### src/design/girb_pkg.sv
// ----------------------------------------------------------------------------
// girb_pkg
// Shared types and constants of the grayscale image rectangle blend block.
// ----------------------------------------------------------------------------
`default_nettype none

package girb_pkg;

	localparam int IN_DATA_W  = 40;
	localparam int IN_USER_W  = 2;
	localparam int OUT_DATA_W = 8;
	localparam int OUT_USER_W = 1;
	localparam int CFG_W      = 7;
	localparam int CFG_IDX_W  = 1;

	localparam logic [CFG_W-1:0] CFG_RESET = 7'd64;
	localparam logic [CFG_W-1:0] CFG_MIN   = 7'd4;

	typedef enum logic [1:0] {
		FN_WRITE = 2'd0,
		FN_READ  = 2'd1,
		FN_BLEND = 2'd2,
		FN_FILL  = 2'd3
	} func_t;

	typedef enum logic [CFG_IDX_W-1:0] {
		REG_WIDTH  = 1'b0,
		REG_HEIGHT = 1'b1
	} reg_idx_t;

	typedef enum logic [2:0] {
		ST_IDLE,
		ST_CHECK,
		ST_PIX_WR,
		ST_PIX_RD,
		ST_RD_WAIT,
		ST_BL_RD,
		ST_BL_WR,
		ST_FILL
	} state_t;

	typedef struct packed {
		logic in_ready;
		logic load;
		logic init;
		logic mem_re;
		logic mem_we;
		logic blend;
		logic fill_step;
		logic step;
		logic out_load;
	} cmd_t;

	typedef struct packed {
		func_t func;
		logic  bad;
		logic  col_last;
		logic  row_last;
		logic  fill_last;
		logic  out_free;
	} sts_t;

endpackage

`default_nettype wire

### src/design/girb_ctrl.sv
// ----------------------------------------------------------------------------
// girb_ctrl
// Request sequencer: checks bounds, then walks pixel, blend or fill steps.
// ----------------------------------------------------------------------------
`default_nettype none

module girb_ctrl (
	input  wire logic          clk,
	input  wire logic          arst_n,
	input  wire logic          s_tvalid,
	input  wire girb_pkg::sts_t sts,
	output girb_pkg::cmd_t     cmd
);
	import girb_pkg::*;

	typedef enum logic {
		PH_WORK,
		PH_DONE
	} phase_t;

	state_t state_q;
	state_t state_nxt;
	phase_t phase_q;
	phase_t phase_nxt;

	always_ff @(posedge clk or negedge arst_n) begin
		if (!arst_n) begin
			state_q <= ST_IDLE;
			phase_q <= PH_WORK;
		end else begin
			state_q <= state_nxt;
			phase_q <= phase_nxt;
		end
	end

	always_comb begin
		state_nxt = state_q;
		phase_nxt = phase_q;
		cmd       = '0;
		if (phase_q == PH_DONE) begin
			if (sts.out_free) begin
				cmd.out_load = 1'b1;
				phase_nxt    = PH_WORK;
				state_nxt    = ST_IDLE;
			end
		end else begin
			case (state_q)
				ST_IDLE: begin
					cmd.in_ready = 1'b1;
					if (s_tvalid) begin
						cmd.load  = 1'b1;
						state_nxt = ST_CHECK;
					end
				end
				ST_CHECK: begin
					cmd.init = 1'b1;
					if (sts.bad) begin
						phase_nxt = PH_DONE;
					end else begin
						case (sts.func)
							FN_WRITE: state_nxt = ST_PIX_WR;
							FN_READ:  state_nxt = ST_PIX_RD;
							FN_BLEND: state_nxt = ST_BL_RD;
							FN_FILL:  state_nxt = ST_FILL;
							default:  state_nxt = ST_IDLE;
						endcase
					end
				end
				ST_PIX_WR: begin
					cmd.mem_we = 1'b1;
					phase_nxt  = PH_DONE;
				end
				ST_PIX_RD: begin
					cmd.mem_re = 1'b1;
					state_nxt  = ST_RD_WAIT;
				end
				ST_RD_WAIT: begin
					phase_nxt = PH_DONE;
				end
				ST_BL_RD: begin
					cmd.mem_re = 1'b1;
					state_nxt  = ST_BL_WR;
				end
				ST_BL_WR: begin
					cmd.mem_we = 1'b1;
					cmd.blend  = 1'b1;
					cmd.step   = 1'b1;
					if (sts.col_last && sts.row_last) begin
						phase_nxt = PH_DONE;
					end else begin
						state_nxt = ST_BL_RD;
					end
				end
				ST_FILL: begin
					cmd.mem_we    = 1'b1;
					cmd.fill_step = 1'b1;
					if (sts.fill_last) begin
						phase_nxt = PH_DONE;
					end
				end
				default: begin
					state_nxt = ST_IDLE;
				end
			endcase
		end
	end

endmodule

`default_nettype wire

### config.mk
export PLATFORM = sky130hd
export DESIGN_NAME = girb_ctrl
export DESIGN_NICKNAME = d
export VERILOG_FILES = /design/src/design/girb_pkg.sv /design/src/design/girb_ctrl.sv
export SDC_FILE = /design/constraint.sdc
export NUM_CORES = 1
export LEC_CHECK = 0
export ABC_AREA = 1
export BUFFER_PORTS_ARGS = -buffer_cell sky130_fd_sc_hd__buf_2
export CAP_MARGIN = 40
export CORE_AREA = 3 3 40 42
export DETAILED_ROUTE_END_ITERATION = 8
export DIE_AREA = 0 0 43 45
export HOLD_SLACK_MARGIN = 0.08
export PLACE_DENSITY_LB_ADDON = 0.3
export SLEW_MARGIN = 20
export SYNTH_ARGS = -nofsm -noshare
export SYNTH_HDL_FRONTEND = slang
export SYNTH_SLANG_ARGS = --single-unit
export TNS_END_PERCENT = 100
### constraint.sdc
create_clock -name clk -period 1.11 [get_ports clk]
set_input_delay 0.111 -clock clk [delete_from_list [all_inputs] [get_ports clk]]
set_output_delay 0.111 -clock clk [all_outputs]
set_load 0.005 [all_outputs]
==> qor.txt, run 1 <==
Worst Path Required = 1.23 ns
H-tree lvl count = 1
Maximum capacitance violations = 0
Cell Pwr Density = 2730 nW/um2
Worst VDD drop = 0.00131 V
Cell taking the most area after synthesis = dfrtp_1
Synth top cells by count = 11 x inv_1, 10 x nand2_1, 10 x nand3_1
Leakage power = 0.423 nW
Area grow syn2layout = 75.7%
Sequence of cells on the critical path = inv_4 -> buf_4 -> nand3_1 -> nand3_2 -> nand2_2 -> nand2_4 -> nand2_4 -> nand2_1 -> nand2_1
DRT iter0 DRCs = 11
Period utilization = 116%
Final net count = 112
Gr ovfl total = 0
Vias/cell = 4.78
Post-Route Skew = 0.00167 ns
TritonCTS clock tree = built
TritonCTS buffer count = 3
Post-Route WL = 1240 um
Clock share of power = 8.5%
Top-level port count = 19
First-pass GRT wire length = 2010 um
Ys async rst share = 100%
Area of the die = 1940 um2
Failing checks = negative setup slack
Post-synth EDFFs = 0
Dpl ws = -0.127 ns
Yosys reg bits = 4
Layout cells sized above 1 = 65.0%
P_int = 1.08 mW
Synth top area share = 23.4%
Top cells by area, synth = dfrtp_1 23%, nand3_1 12%, inv_1 9.6%
Max-Slew Margin vs Limit = 82.5%
Die X = 43 um
Dpl cell area = 572 um2
Initial antenna violation count = 0
Clock Root Buffer = clkbuf_4
Initial Utilization = 33.3%
Gp weighted congestion = 0.876
Switching share of power = 47.2%
Sequential share of the synthesized area = 23.4%
CP arrival = 1.40 ns
GRT Total Usage = 13.8%
Antenna Nets Post-Route = 0
Vias = 550
Site Rows = 13
Max FO, Critical Path = 8
CTS Sinks = 4
Max-slew violations = 0
Gate power share = 73.5%
Overall Power = 2.05 mW
Post-Route Setup TNS = -1.66 ns
Switching power = 0.968 mW
Worst-Margin Slew = 0.263 ns
Crit end category = flop
Ys flop type = dfrtp_1
Core region area = 1280 um2
RSZ-0062 raised after global routing = yes
Synthesized area = 428 um2
Synth cell types = 17
Initial DRT Pass Iterations = 4
Worst R2R Setup Slack = -0.18 ns
Syn Nets = 75
Yosys warns = 0
Syn avg cell area = 6.58 um2
Most numerous cell in the Yosys netlist = inv_1
Clock tree buffer depth = 2
Slowest-stage cell, CP = dfrtp_2
DRC = 0
Cell area after layout = 752 um2
Mapped Cells = 65
Clock slew at reported path FFs = 0.04 ns
CP Launch Point = state_q[0]
Max Clk Rate = 778 MHz
Dpl cells = 103
Final core occ = 58.5%
Worst r2r path cells = 9
Die height = 45 um
Final min period = 1.29 ns
Final worst slack = -0.176 ns
DP Wirelength = 884 um
Hold Path Class = in2async
Power share of the sequential group = 18.0%
Fin cells = 115
Status = complete, but fails checks
Final setup fails = 12
Port bufs = 18
ANT cells = 0
Type of origin of the critical path = flop
Routed wire length per instance = 10.8 um
Pin count of the biggest net entering global routing = 9
Clock latency on the worst-skew pair = 0.23 ns
Final hold violations = 0
Critical path class = reg2reg
Slowest Stage Delay on Critical Path = 0.50 ns
RR Startpoint = state_q[0]
Vias in the first global route = 464
Worst reg2reg endpoint = state_q[2]
Worst hold slack = 0.210 ns
-- repair_timing --
item | in CTS | in global routing
resized for setup | 15 | 13
pin swaps | 9 | 6
buffers inserted | 7 | 1
hold endpoints to repair | 4 | 0
setup endpoints to repair | 13 | 13
hold buffers | 1 | 0
-- power groups by stage --
stage / Sequential (mW) / Combinational [mW] / Clock (mW)
4_1_cts: 0.343 / 1.37 / 0.180
2_1_floorplan: 0.242 / 0.847 / 0
6_report: 0.369 / 1.51 / 0.174
3_3_place_gp: 0.318 / 1.10 / 0
5_1_grt: 0.376 / 1.64 / 0.187
3_5_place_dp: 0.322 / 1.11 / 0
-- flip-flops by register name, summed over array words and instances (netlist names) --
| register | flops |
|---|---|
| phase_q | 1 |
| state_q | 3 |
-- area by class of cell --
cell class                      count  area, um2
Multi-Input combinational cell     46        315
Fill cell                         123        533
Tap cell                           15       18.8
Timing Repair Buffer               36        245
Clock buffer                        3       22.5
Inverter                           11       46.3
Sequential cell                     4        104
-- how the worst max path moves through the flow --
stage,to,slack (ns)
3_5_place_dp,state_q[0],-0.13
2_1_floorplan,state_q[1],-0.007
3_3_place_gp,state_q[0],-0.12
6_report,state_q[2],-0.18
4_1_cts,cmd[7],-0.16
5_1_grt,state_q[1],-0.25
-- worst max-delay path, delay by kind of cell (launching register included) --
family | cells | cell delay [ns]
buf+inv | 2 | 0.22
flops | 1 | 0.50
simple gates | 7 | 0.45
-- layer usage --
layer  GRT usage (%)  vias up  share of wire [%]
met5               0        -                  0
met4            3.61        0                  0
met3            3.98        0                5.7
met2            23.7       16                 50
met1            17.1      255                 45
li1                -      279                  -
-- logic make-up after synthesis --
family	count (synthesis)	synth area share [%]
compound gates	5	6.73
buf+inv	15	18.4
flops	4	23.4
simple gates	41	51.5
-- cells in the final DEF (no fill, tap or decap) --
cell type	netlist	final
buf_2	0	17
buf_4	2	14
nand3_1	10	9
nand2_1	10	8
inv_1	11	6
nand2_4	3	6
nor2_1	6	5
nor3_2	0	4
buf_6	2	4
inv_2	0	3
nand3_2	2	3
clkbuf_4	0	3
dfrtp_2	0	3
nor2_4	0	2
inv_4	0	2
nand2_2	3	2
a211oi_2	0	1
nand4_1	1	1
a21oi_2	0	1
o21ai_0	2	1
nor3_1	5	1
o21ai_1	0	1
a31oi_1	1	1
dlygate4sd3_1	0	1
dfrtp_1	4	1
Power figures use the tool's default switching activity.
==> inputs of run 2 (changes only) <==
--- a/config.mk
+++ b/config.mk
@@ -5,7 +5,6 @@
 export SDC_FILE = /design/constraint.sdc
 export NUM_CORES = 1
 export LEC_CHECK = 0
-export ABC_AREA = 1
 export BUFFER_PORTS_ARGS = -buffer_cell sky130_fd_sc_hd__buf_2
 export CAP_MARGIN = 40
 export CORE_AREA = 3 3 40 42
@@ -13,6 +12,7 @@
 export DIE_AREA = 0 0 43 45
 export HOLD_SLACK_MARGIN = 0.08
 export PLACE_DENSITY_LB_ADDON = 0.3
+export SKIP_CTS_REPAIR_TIMING = 1
 export SLEW_MARGIN = 20
 export SYNTH_ARGS = -nofsm -noshare
 export SYNTH_HDL_FRONTEND = slang
==> qor.txt, run 2 <==
Post-Route Skew = 0.00330 ns (+0.00163 ns)
Max FO, Critical Path = 6 (-2)
Site Rows = 13 (unchanged)
Max-slew violations = 0 (unchanged)
Top cells by area, synth = dfrtp_1 26%, mux2i_1 10%, nand2_1 6.7%
Final min period = 1.43 ns (+0.144 ns)
Synthesized area = 392 um2 (-8.5%)
Initial Utilization = 30.5% (-2.8 points)
Die height = 45 um (unchanged)
Antenna Nets Post-Route = 0 (unchanged)
Gp weighted congestion = 0.781 (-11%)
Routed wire length per instance = 11.2 um (+3.8%)
Max-Slew Margin vs Limit = 75.4% (-7.1 points)
H-tree lvl count = 1 (unchanged)
DRC = 0 (unchanged)
Area of the die = 1940 um2 (unchanged)
Syn avg cell area = 7.68 um2 (+17%)
Port bufs = 18 (unchanged)
Gr ovfl total = 0 (unchanged)
Maximum capacitance violations = 0 (unchanged)
CTS Sinks = 4 (unchanged)
Type of origin of the critical path = flop
Hold Path Class = in2reg
Cell Pwr Density = 2210 nW/um2 (-19%)
Commonest non-fill, non-tap cells in the layout = 18 x buf_2, 8 x buf_4, 6 x nand2_1
Most numerous cell in the Yosys netlist = nand2_1
TritonCTS clock tree = built
Top-level port count = 19 (unchanged)
Period utilization = 129% (+13 points)
Ys async rst share = 100% (unchanged)
Max Clk Rate = 700 MHz (-10%)
Syn Nets = 61 (-19%)
CP arrival = 1.32 ns (-0.08 ns)
HP Start = sts[0]
DP Wirelength = 852 um (-3.5%)
ANT cells = 0 (unchanged)
Max reg flops = 3 (unchanged)
Clock slew at reported path FFs = 0.04 ns (about the same)
Pin count of the biggest net entering global routing = 9 (unchanged)
Commonest non-fill, non-tap cell in the layout = buf_2
Clock tree buffer depth = 2 (unchanged)
Crit end category = output pin
Multi-input logic area = 299 um2 (-5.2%)
First-pass GRT wire length = 1660 um (-18%)
Worst hold slack = 0.138 ns (-0.0720 ns)
Synth cell types = 29 (+12)
Yosys reg bits = 4 (unchanged)
Initial antenna violation count = 0 (unchanged)
Post-Route WL = 1070 um (-14%)
RR Startpoint = state_q[2]
Mapped Cells = 51 (-22%)
Die X = 43 um (unchanged)
Worst VDD drop = 0.00108 V (-18%)
Sequential share of the synthesized area = 25.6% (+2.2 points)
Cell taking the most area after synthesis = dfrtp_1
Post-synth EDFFs = 0 (unchanged)
Synth top area share = 25.6% (+2.2 points)
Worst-Margin Slew = 0.365 ns (+0.102 ns)
Area grow syn2layout = 70.3%
Post-Route Setup TNS = -2.63 ns (-0.972 ns)
Critical path class = reg2out
Failing checks = negative setup slack
Overall Power = 1.47 mW (-28%)
Vias in the first global route = 377 (-19%)
Vias/cell = 4.87 (+1.9%)
Ys flop type = dfrtp_1
Layout fillers = 116 (-5.7%)
Register Area = 104 um2 (unchanged)
Worst r2r path cells = 6 (-3)
Status = complete, but fails checks
Largest regs = state_q (3), phase_q (1)
Vias = 463 (-16%)
Min-Delay Path Depth = 4
RSZ-0062 raised after global routing = yes
Reg with most FFs = state_q
Final worst slack = -0.320 ns (-0.144 ns)
Clock Root Buffer = clkbuf_4
Initial DRT Pass Iterations = 4 (unchanged)
Layout cells sized above 1 = 60.0% (-5.0 points)
DRT iter0 DRCs = 6 (-5)
Worst Path Required = 1.00 ns (-0.23 ns)
CP Launch Point = state_q[1]
Final hold violations = 0 (unchanged)
Clock latency on the worst-skew pair = 0.23 ns (about the same)
Final setup fails = 13 (+1)
Leakage power = 0.324 nW (-23%)
Worst R2R Setup Slack = -0.32 ns (-0.14 ns)
Yosys warns = 0 (unchanged)
Final net count = 92 (-18%)
GRT Total Usage = 11.6% (-2.2 points)
Core region area = 1280 um2 (unchanged)
TritonCTS buffer count = 3 (unchanged)
[run 2: power breakdown]
part / leakage (nW) / switching [mW] / total [mW] / internal (mW)
registers: 0.0478 / 0.149 / 0.359 / 0.210
clock network: 0.0138 / 0.0574 / 0.178 / 0.121
logic: 0.263 / 0.401 / 0.934 / 0.534
total: 0.324 / 0.607 / 1.47 / 0.865
[run 2: logic make-up after synthesis]
group	count (synthesis)	share of synthesized area, %
buf+inv	9	12.8
mux	4	10.2
simple gates	23	29.1
xor+xnor	2	4.47
compound gates	9	17.9
flops	4	25.6
[run 2: final cells by class]
type                    count  area share [%]
clock buffers               3            3.38
multi-input cells          38            44.8
repair buffers             31            30.8
flip-flops and latches      4            15.6
inverters                   4            2.63
well taps                  15            2.81
[run 2: worst max-delay path, stage by stage (launching register included)]
cell,delay (ns)
dfrtp_2,0.45
buf_6,0.14
nor4_4,0.24
and2_1,0.15
buf_2,0.10
[run 2: path summary, 6_finish.rpt]
check / end
setup reg to reg: state_q[2]
max in group asynchronous: state_q[2]
min in group asynchronous: phase_q
hold reg to reg: phase_q
setup / recovery: cmd[7]
hold / removal: phase_q
[run 2: metrics by stage]
step / cells / util [%] / cell area [um2] / setup WS [ns]
finish: 95 / 51.9 / 667 / -0.320
global route: 95 / 51.9 / 667 / -0.414
CTS: 93 / 45.0 / 578 / -0.427
detailed placement: 90 / 43.2 / 556 / -0.290
global placement: 90 / 43.2 / 556 / -0.281
floorplan: 51 / - / 399 / -0.177
[run 2: per-layer routing]
metal / up-vias / GRT usage, % / wire (um)
met3: 0 / 4.78 / 46
met4: 0 / 3.61 / 0
met5: - / 0 / 0
met2: 11 / 18.0 / 567
met1: 219 / 14.8 / 452
li1: 233 / - / -
